--- config.mk ---
export PLATFORM = sky130hd
export DESIGN_NAME = warmup_moving_average
export DESIGN_NICKNAME = d
export VERILOG_FILES = /design/src/rtl/core/wma_pkg.sv /design/src/rtl/core/wma_ram.sv /design/src/rtl/core/wma_ctrl.sv /design/src/rtl/core/wma_datapath.sv /design/src/rtl/core/warmup_moving_average.sv
export SDC_FILE = /design/constraint.sdc
export NUM_CORES = 2
export LEC_CHECK = 0
export BUFFER_PORTS_ARGS = -buffer_cell sky130_fd_sc_hd__buf_2
export CELL_PAD_IN_SITES_DETAIL_PLACEMENT = 2
export CELL_PAD_IN_SITES_GLOBAL_PLACEMENT = 2
export CORE_ASPECT_RATIO = 1.75
export CORE_UTILIZATION = 52
export DETAILED_ROUTE_END_ITERATION = 10
export GPL_ROUTABILITY_DRIVEN = 0
export MAX_ROUTING_LAYER = met4
export PLACE_DENSITY_LB_ADDON = 0.1
export SLEW_MARGIN = 20
export SYNTH_ARGS = -nofsm -noshare
export SYNTH_HDL_FRONTEND = slang
export SYNTH_SLANG_ARGS = --single-unit
--- constraint.sdc ---
create_clock -name clk -period 12.6 [get_ports clk]
set_clock_uncertainty 0.1 [all_clocks]
set_input_delay 2.52 -clock clk [delete_from_list [all_inputs] [get_ports clk]]
set_output_delay 2.52 -clock clk [all_outputs]
set_load 0.05 [all_outputs]
--- src/rtl/core/wma_pkg.sv ---
// Shared constants for the warmup moving-average filter.
// No dependencies; imported by wma_ctrl, wma_datapath, the top level and the testbench.
package wma_pkg;

  localparam int WINDOW      = 100;
  localparam int SAMPLE_BITS = 16;

  localparam int IDX_BITS   = (WINDOW > 1) ? $clog2(WINDOW) : 1;
  localparam int COUNT_BITS = $clog2(WINDOW + 1);
  localparam int SUM_BITS   = SAMPLE_BITS + COUNT_BITS;
  localparam int STEP_BITS  = $clog2(SUM_BITS);

  // controller -> datapath
  typedef struct packed {
    logic capture;   // latch input word, start ring read
    logic update;    // ring write, sum/index/count update
    logic div_load;  // load divider from running sum
    logic div_step;  // one quotient bit
    logic publish;   // load result register
  } wma_cmd_t;

  // datapath -> controller
  typedef struct packed {
    logic div_last;
  } wma_stat_t;

endpackage

--- src/rtl/core/wma_ram.sv ---
// Generic single-write, single-read RAM with registered read data.
// No dependencies.
module wma_ram #(
  parameter int WIDTH = 16,
  parameter int DEPTH = 100
) (
  input  logic                                       clk,
  input  logic                                       we,
  input  logic [((DEPTH > 1) ? $clog2(DEPTH) : 1)-1:0] waddr,
  input  logic [WIDTH-1:0]                           wdata,
  input  logic                                       re,
  input  logic [((DEPTH > 1) ? $clog2(DEPTH) : 1)-1:0] raddr,
  output logic [WIDTH-1:0]                           rdata
);

  logic [WIDTH-1:0] mem [DEPTH];

  always_ff @(posedge clk) begin
    if (we) begin
      mem[waddr] <= wdata;
    end
    if (re) begin
      rdata <= mem[raddr];
    end
  end

endmodule

--- src/rtl/core/wma_ctrl.sv ---
// Sequencing state machine for the moving-average filter.
// Depends on wma_pkg (command and status structs).
module wma_ctrl
  import wma_pkg::*;
(
  input  logic      clk,
  input  logic      rst,
  input  logic      in_valid,
  output logic      in_stall,
  output logic      out_valid,
  input  logic      out_stall,
  output wma_cmd_t  cmd,
  input  wma_stat_t stat
);

  typedef enum logic [2:0] {
    S_IDLE,
    S_UPDATE,
    S_SETUP,
    S_DIVIDE,
    S_DELIVER
  } state_t;

  state_t state;
  logic   out_free;

  assign in_stall = (state != S_IDLE);
  // result register can take a new word this cycle
  assign out_free = !out_valid || !out_stall;

  always_comb begin
    cmd          = '0;
    cmd.capture  = (state == S_IDLE) && in_valid;
    cmd.update   = (state == S_UPDATE);
    cmd.div_load = (state == S_SETUP);
    cmd.div_step = (state == S_DIVIDE);
    cmd.publish  = (state == S_DELIVER) && out_free;
  end

  always_ff @(posedge clk) begin
    if (rst) begin
      state     <= S_IDLE;
      out_valid <= 1'b0;
    end else begin
      // held while stalled; otherwise the old word leaves and publish loads a new one
      if (out_free) begin
        out_valid <= cmd.publish;
      end
      unique case (state)
        S_IDLE: begin
          if (in_valid) begin
            state <= S_UPDATE;
          end
        end
        S_UPDATE: begin
          state <= S_SETUP;
        end
        S_SETUP: begin
          state <= S_DIVIDE;
        end
        S_DIVIDE: begin
          if (stat.div_last) begin
            state <= S_DELIVER;
          end
        end
        S_DELIVER: begin
          if (out_free) begin
            state <= S_IDLE;
          end
        end
        default: begin
          state <= S_IDLE;
        end
      endcase
    end
  end

  a_publish_shows: assert property (@(posedge clk) disable iff (rst)
    cmd.publish |=> out_valid)
    else $error("result not presented after publish");

  a_busy_no_capture: assert property (@(posedge clk) disable iff (rst)
    (cmd.div_step || cmd.update) |-> !cmd.capture)
    else $error("capture while busy");

  a_result_held: assert property (@(posedge clk) disable iff (rst)
    (out_valid && out_stall) |=> out_valid)
    else $error("stalled result dropped");

endmodule

--- src/rtl/core/wma_datapath.sv ---
// Ring buffer, running sum, fill count and serial divider of the filter.
// Depends on wma_pkg and wma_ram.
module wma_datapath
  import wma_pkg::*;
(
  input  logic                          clk,
  input  logic                          rst,
  input  wma_cmd_t                      cmd,
  output wma_stat_t                     stat,
  input  logic signed [SAMPLE_BITS-1:0] sample,
  output logic signed [SAMPLE_BITS-1:0] average
);

  logic signed [SAMPLE_BITS-1:0] sample_reg;
  logic [IDX_BITS-1:0]           write_index;
  logic [COUNT_BITS-1:0]         fill_count;
  logic signed [SUM_BITS-1:0]    running_sum;

  logic                          sum_neg;
  logic [SUM_BITS-1:0]           quo;
  logic [COUNT_BITS-1:0]         rem;
  logic [STEP_BITS-1:0]          step;

  logic [SAMPLE_BITS-1:0]        old_word;
  logic                          full;
  logic signed [SUM_BITS-1:0]    new_ext;
  logic signed [SUM_BITS-1:0]    old_ext;
  logic signed [SUM_BITS-1:0]    running_sum_next;
  logic [SUM_BITS-1:0]           sum_mag;
  logic [COUNT_BITS:0]           trial;
  logic                          ge;

  wma_ram #(
    .WIDTH (SAMPLE_BITS),
    .DEPTH (WINDOW)
  ) u_ring (
    .clk   (clk),
    .we    (cmd.update),
    .waddr (write_index),
    .wdata (sample_reg),
    .re    (cmd.capture),
    .raddr (write_index),
    .rdata (old_word)
  );

  assign full    = (fill_count == COUNT_BITS'(WINDOW));
  assign new_ext = SUM_BITS'(sample_reg);
  // entry being overwritten only counts once the ring has wrapped
  assign old_ext = full ? SUM_BITS'(signed'(old_word)) : '0;
  assign running_sum_next = running_sum + new_ext - old_ext;

  assign sum_mag = running_sum[SUM_BITS-1] ? SUM_BITS'(-running_sum)
                                           : SUM_BITS'(running_sum);

  // restoring division, one quotient bit per cycle
  assign trial = {rem, quo[SUM_BITS-1]};
  assign ge    = (trial >= {1'b0, fill_count});

  assign stat.div_last = (step == STEP_BITS'(SUM_BITS - 1));

  always_ff @(posedge clk) begin
    if (rst) begin
      write_index <= '0;
      fill_count  <= '0;
      running_sum <= '0;
    end else if (cmd.update) begin
      running_sum <= running_sum_next;
      write_index <= (write_index == IDX_BITS'(WINDOW - 1)) ? '0
                                                            : write_index + 1'b1;
      if (!full) begin
        fill_count <= fill_count + 1'b1;
      end
    end
  end

  always_ff @(posedge clk) begin
    if (cmd.capture) begin
      sample_reg <= sample;
    end
    if (cmd.div_load) begin
      sum_neg <= running_sum[SUM_BITS-1];
      quo     <= sum_mag;
      rem     <= '0;
      step    <= '0;
    end else if (cmd.div_step) begin
      quo  <= {quo[SUM_BITS-2:0], ge};
      rem  <= ge ? COUNT_BITS'(trial - {1'b0, fill_count})
                 : trial[COUNT_BITS-1:0];
      step <= step + 1'b1;
    end
    if (cmd.publish) begin
      average <= sum_neg ? SAMPLE_BITS'(-quo) : SAMPLE_BITS'(quo);
    end
  end

  a_fill_bound: assert property (@(posedge clk) disable iff (rst)
    fill_count <= COUNT_BITS'(WINDOW))
    else $error("fill count beyond window");

  a_index_tracks_fill: assert property (@(posedge clk) disable iff (rst)
    !full |-> (COUNT_BITS'(write_index) == fill_count))
    else $error("write index out of step with fill count");

  a_quotient_range: assert property (@(posedge clk) disable iff (rst)
    cmd.publish |-> (quo <= SUM_BITS'(1 << (SAMPLE_BITS - 1))))
    else $error("quotient exceeds sample range");

endmodule

--- src/rtl/core/warmup_moving_average.sv ---
// Boxcar moving average over the last WINDOW samples (fewer while filling).
// Each accepted input word passes through the ring update and a 23-step serial
// divider (one quotient bit per cycle) before out_valid rises with its average.
// A new word is taken only after the previous average has been loaded for output.
// Reset (rst, synchronous) clears index, fill count, sum and control; ring
// contents are not cleared and are only used in the sum after being written.
module warmup_moving_average
  import wma_pkg::*;
(
  input  logic                          clk,
  input  logic                          rst,
  input  logic                          in_valid,
  output logic                          in_stall,
  input  logic signed [SAMPLE_BITS-1:0] sample,
  output logic                          out_valid,
  input  logic                          out_stall,
  output logic signed [SAMPLE_BITS-1:0] average
);

  wma_cmd_t  cmd;
  wma_stat_t stat;

  wma_ctrl u_ctrl (
    .clk       (clk),
    .rst       (rst),
    .in_valid  (in_valid),
    .in_stall  (in_stall),
    .out_valid (out_valid),
    .out_stall (out_stall),
    .cmd       (cmd),
    .stat      (stat)
  );

  wma_datapath u_dp (
    .clk     (clk),
    .rst     (rst),
    .cmd     (cmd),
    .stat    (stat),
    .sample  (sample),
    .average (average)
  );

endmodule

# Word-level counts from Yosys, hierarchy flattened
# Memory sizes are Yosys's and may differ from the RTL's. A register that Yosys moved wholly into a read port is not among the register bits.
# Cells that the tools add are included.
totals:
  memories: 1
  inputBits: 20
  latch_bits: 0
  out_inout_bits: 18
  register_bits: 109
  rom_bits: 0
  ram_bits: 1600
  wordCells: 55
memory_table:
  columns: ["name", "words", "word_bits", "rd", "rd_clocked_by_memory_dff", "write_ports", "line", "source"]
  rows:
  - ["u_dp.u_ring.mem", 100, 16, 1, 1, 1, "wma_ram.sv:16", "logic [WIDTH-1:0] mem [DEPTH];"]
classes:
  n_eq_ne: 10
  div: 0
  order_cmp: 1
  n_reduce_logical: 10
  multipliers: 0
  add_sub_neg: 8
  shifts: 0
  mux: 13
  n_bitwise: 1
ops:
  columns: ["cell", "count"]
  rows:
  - ["$mux 23", 4]
  - ["$add 23x16->23", 1]
  - ["$neg 23->23", 1]
  - ["$sub 23x23->23", 1]
  - ["$mux 16", 1]
  - ["$neg 16->16", 1]
  - ["$pmux 3 s5", 1]
  - ["$add 7x1->7 const B", 2]
  - ["$eq 7x7->1 const B", 2]
  - ["$mux 7", 2]
  - ["$mux 3", 3]
  - ["$ge 8x7->1", 1]
  - ["$sub 7x7->7", 1]
  - ["$eq 3x2->1 const B", 2]
  - ["$add 5x1->5 const B", 1]
  - ["$eq 5x5->1 const B", 1]
  - ["$ne 2x1->1 const B", 2]
  - ["$eq 3x1->1 const B", 1]
  - ["$eq 3x3->1 const B", 1]
  - ["$logic_not 3->1", 1]
  - ["$reduce_and 3->1", 1]
  - ["$reduce_bool 3->1", 1]
  - ["$logic_and 1x1->1", 2]
  - ["$logic_not 1->1", 2]
  - ["other kinds (6)", 7]

# Depth between registers and ports, before layout
logic_depth:
  word_depth: 4
  mapped_depth: 16
  ltp_nobuf: 15

# By module
# A second synthesis with hierarchy kept.
hier_totals:
  hier_cells: 3440
  area_unflattened_um2: 69100.0
by_module_without_submodules:
  columns: ["mod", "n_inst", "seq_area_each_um2", "cells_per_inst", "area_per_inst_um2"]
  rows:
  - ["wma_ram", 1, 48526.5, 2669, 61993.2]
  - ["wma_datapath", 1, 2662.6, 749, 6892.9]
  - ["wma_ctrl", 1, 80.1, 22, 214.0]

# Worst setup path before layout
# OpenSTA, ideal clock, no wires.
synth_path:
  path_kind: "register to register"
  from: "register u_dp.sample_reg[15]"
  to: "register u_dp.running_sum[22]"
  stages_incl_launch_ff: 13
  n_path_buf: 1
  arrival_ns: 4.569
  path_slack_ns: 7.810
  required_ns: 12.379
  synth_period_minus_slack_ns: 4.790
  setup_ns: 0.121
  path_cell_list: "edfxtp_1 -> inv_1 -> fa_1 -> inv_1 -> ha_1 -> clkbuf_1 -> a21o_1 -> o21a_1 -> a311o_1 -> a32oi_1 -> mux2i_1 -> o21ai_0 -> mux2_2"
synth_between:
  elab_chain_cells: 2
synth_lines:
  columns: ["item", "line", "source"]
  rows:
  - ["from (decl)", "wma_datapath.sv:14", "logic signed [SAMPLE_BITS-1:0] sample_reg;"]
  - ["from (signal assigned)", "wma_datapath.sv:78", "sample_reg <= sample;"]
  - ["$add 23x16->23", "wma_datapath.sv:50", "assign running_sum_next = running_sum + new_ext - old_ext;"]
  - ["$sub 23x23->23", "wma_datapath.sv:50", null]
  - ["to (signal assigned)", "wma_datapath.sv:67", "running_sum <= running_sum_next;"]
  - ["to (decl)", "wma_datapath.sv:17", "logic signed [SUM_BITS-1:0] running_sum;"]
# Every way passes these cells.
# A chain may end at the register's enable or synchronous reset.

==> results.yml <==
synthesis:
  synth_seq_cells: 1725
  syn_area_per_cell_sq_um: 16.8
  synth_enable_flop_cells: 1672
  synth_top_area_share_pct: 72.3
  ys_seq_area_share_pct: 73.8
  post_synth_inst_count: 4125
  yosys.cell_count.top_type: "edfxtp_1"
  synth_async_sr_flop_share_pct: 0
  synth_largest_area_cell: "edfxtp_1"
  synth_area_leaders: "edfxtp_1 (72%), mux4_2 (4.3%), a221oi_1 (2.5%)"
  synth_top_cells_by_count: "edfxtp_1 (1672), nor2_1 (283), a221oi_1 (201)"
  yosys_warnings: 0
  ys_dominant_reg_cell: "edfxtp_1"
  ys_types: 84
  synth.net_count: 4205
  synth_area_sq_mm: 0.0695
timing:
  highest_clock_rate_ghz: 0.162
  sum_neg_setup_slack_ps: 0
  grt_setup_unrepaired: "no"
  timing_max_transition_violations_final: 13
  final_clock_period_utilization_by_the_worst_path_pct: 49.0
  timing_worst_slew_pin_value_ps: 2060
  setup_viol: 0
  final.min_clock_period_ps: 6170
  relSlewSlack_pct: -37.7
  hold_viol_final: 0
floorplanning:
  floorplan.initialDensity_pct: 52.4
  die_width_um: 278
  total_i_o_pin_count: 38
  floorplan.die_area_sq_mm: 0.135
  placementRows: 177
  die_y_um: 486
  floorplan.core_area_sq_mm: 0.133
drt:
  detailroute.via_count: 48300
  route.final.wire_length_mm: 327
  drt_pre_antenna_iters: 9
  vias_per_cell: 7.80
  route.detailed.wl_per_inst_um: 52.8
  final_antenna_net_count: 0
  remaining_drc_errors: 0
  drtIter0Drc: 7547
clock_tree:
  worst_skew_pair.late_latency_ps: 840
  cts.htree.levels: 4
  cts_setup_buffers: 0
  postCtsResizedCells: 0
  clkTransAtPathRegs_ps: 80
  cts_tree: "built"
  cts-buffers-inserted: 155
  cts_hold_buf: 0
  cts_sinks: 1725
  cts_root_cell: "clkbuf_16"
  buffers_from_clock_root_to_sink_at_most: 3
pwr:
  power_per_cell_area_mw_per_mm2: 170
  netSwitchingFraction_pct: 28.0
  clock_power_share_pct: 39.4
  internal_power_w: 0.00955
  finalPower_w: 0.0133
  p_switching_w: 0.00372
  power.leakage_nw: 24.8
  vdd_ir_max_uv: 187
  power.share.combinational_pct: 12.0
  part_of_the_power_in_registers_pct: 48.6
global_routing:
  via_count_of_the_first_global_routing_pass: 48500
  groute.usage.overall_pct: 47.9
  number_of_antenna_violations_at_the_first_check_in_global_routing: 39
  grt_start_max_net_pins: 114
  globalRoute.totalOverflow: 0
  grt_pass1_wl_mm: 422
critical_path:
  crit_path_category: "register to register"
  start_kind: "register"
  worst-path-max-fanout: 113
  crit_path_end_kind: "register"
  timing.reg2reg.worst_path_depth: 7
  critical_path_arrival_ps: 6660
  reg2reg_setup_slack_ps: 6430
  worstPathRequired_ps: 13080
  r2r-start: "u_dp.write_index[2]$_SDFFE_PP0P_"
  critical_path.reg2reg.endpoint: "u_dp.u_ring.rdata[8]$_DFFE_PP_"
placed_design:
  io_buffers: 37
  dp_hpwl_mm: 178
finish:
  fillers: 11000
  flow.area_growth_from_synthesis_pct: 12.2
  top_register_by_number_of_flip_flops: "u_dp.u_ring.mem"
  final_layout_size_suffix_gt1_share_pct: 18.8
  seq_area_sq_mm: 0.0513
  layout_top_registers: "u_dp.u_ring.mem x1600, u_dp.quo x23, u_dp.running_sum x23"
  finish.utilization_pct: 58.8
  layout.nets: 4370
  largest_reg_flops: 1600
  multi_input_area_sq_mm: 0.0168
worst_hold_path:
  min_delay_path_depth: 2
  holdCritStartpoint: "u_dp.rem[6]$_SDFFE_PP0P_"
  min-delay-path-class: "register to register"
  min_delay_worst_endpoint: "u_dp.rem[6]$_SDFFE_PP0P_"
run:
  maxCapViolCount: 5
outcome:
  outcome: "finished, violations left"
  violations: "capacitance limit, slew limit"
layout make-up:
class / count / share of cell area, %
clock inverter: 96 / 1.23
multi-input combinational: 2040 / 21.5
sequential: 1725 / 65.8
clock buffer: 188 / 5.35
inverter: 100 / 0.490
tap: 1700 / 2.73
antenna: 80 / 0.257
timing repair buffer: 268 / 2.62
per-layer routing:
| metal | vias up | wire (um) | track usage [%] |
|---|---|---|---|
| met3 | 1789 | 38900 | 14.4 |
| met1 | 24900 | 103000 | 51.2 |
| met2 | 4696 | 148000 | 72.8 |
| met5 | - | 0 | - |
| met4 | 0 | 36200 | 40.9 |
| li1 | 17000 | - | - |
logic make-up (layout without fill, tap and decap cells):
group	Yosys count	after routing	synth area share, %
AO/OA/AOI/OAI	858	858	8.87
XOR/XNOR	60	60	0.756
other	0	80	0
adder cells (fa/ha/maj)	60	60	1.33
multiplexers	411	411	8.66
buffers and inverters	360	652	2.42
AND/OR/NAND/NOR	651	651	4.16
flip-flops	1725	1725	73.8
cell usage in the layout, fill, tap and decap left out, drive strengths merged, types with 65 or more instances in the layout:
cell | Yosys | layout
edfxtp | 1672 | 1672
nor2 | 285 | 285
buf | 149 | 266
a221oi | 202 | 202
clkbuf | 111 | 190
nand2 | 172 | 172
a21oi | 162 | 162
mux2i | 148 | 148
mux4 | 138 | 138
mux2 | 125 | 125
o21ai | 122 | 122
inv | 99 | 107
diode | 0 | 80
a22oi | 79 | 79
clkinv | 1 | 65
stage by stage:
stage | cells | setup slack (ps) | hold WS (ps) | instance area [sq um]
floorplan | 4125 | 7810 | 321 | 69500
global placement | 5820 | 6810 | 337 | 72300
detailed placement | 5821 | 7340 | 374 | 72300
CTS | 6105 | 6930 | 391 | 77400
global route | 6188 | 6360 | 409 | 77900
finish | 6197 | 6430 | 390 | 77900
how the worst max path moves through the flow:
stage,cells past startpoint,end,start,slack [ps]
3_5_place_dp,9,u_dp.u_ring.rdata[9]$_DFFE_PP_,u_dp.write_index[1]$_SDFFE_PP0P_,7340
3_3_place_gp,9,u_dp.u_ring.rdata[10]$_DFFE_PP_,u_dp.write_index[2]$_SDFFE_PP0P_,6810
5_1_grt,7,u_dp.u_ring.rdata[8]$_DFFE_PP_,u_dp.write_index[2]$_SDFFE_PP0P_,6360
4_1_cts,9,u_dp.u_ring.rdata[9]$_DFFE_PP_,u_dp.write_index[1]$_SDFFE_PP0P_,6930
6_report,7,u_dp.u_ring.rdata[8]$_DFFE_PP_,u_dp.write_index[2]$_SDFFE_PP0P_,6430
2_1_floorplan,12,u_dp.running_sum[22]$_SDFFE_PP0P_,u_dp.sample_reg[15]$_DFFE_PP_,7810
critical path: stages, from the launching register on:
cell,delay (ps)
dfxtp_4,770
buf_12,500
buf_12,660
buf_4,760
nor2_1,140
a221oi_1,1570
o221ai_1,320
or4b_1,600
power groups by stage:
stage | Clock (W) | Sequential (W) | Combinational, W
2_1_floorplan | 0 | 0.00658 | 0.000772
3_3_place_gp | 0 | 0.00656 | 0.00130
3_5_place_dp | 0 | 0.00657 | 0.00141
4_1_cts | 0.00511 | 0.00644 | 0.00147
5_1_grt | 0.00534 | 0.00645 | 0.00160
6_report | 0.00523 | 0.00645 | 0.00159
No activity file was read; power rests on OpenSTA's default activity.
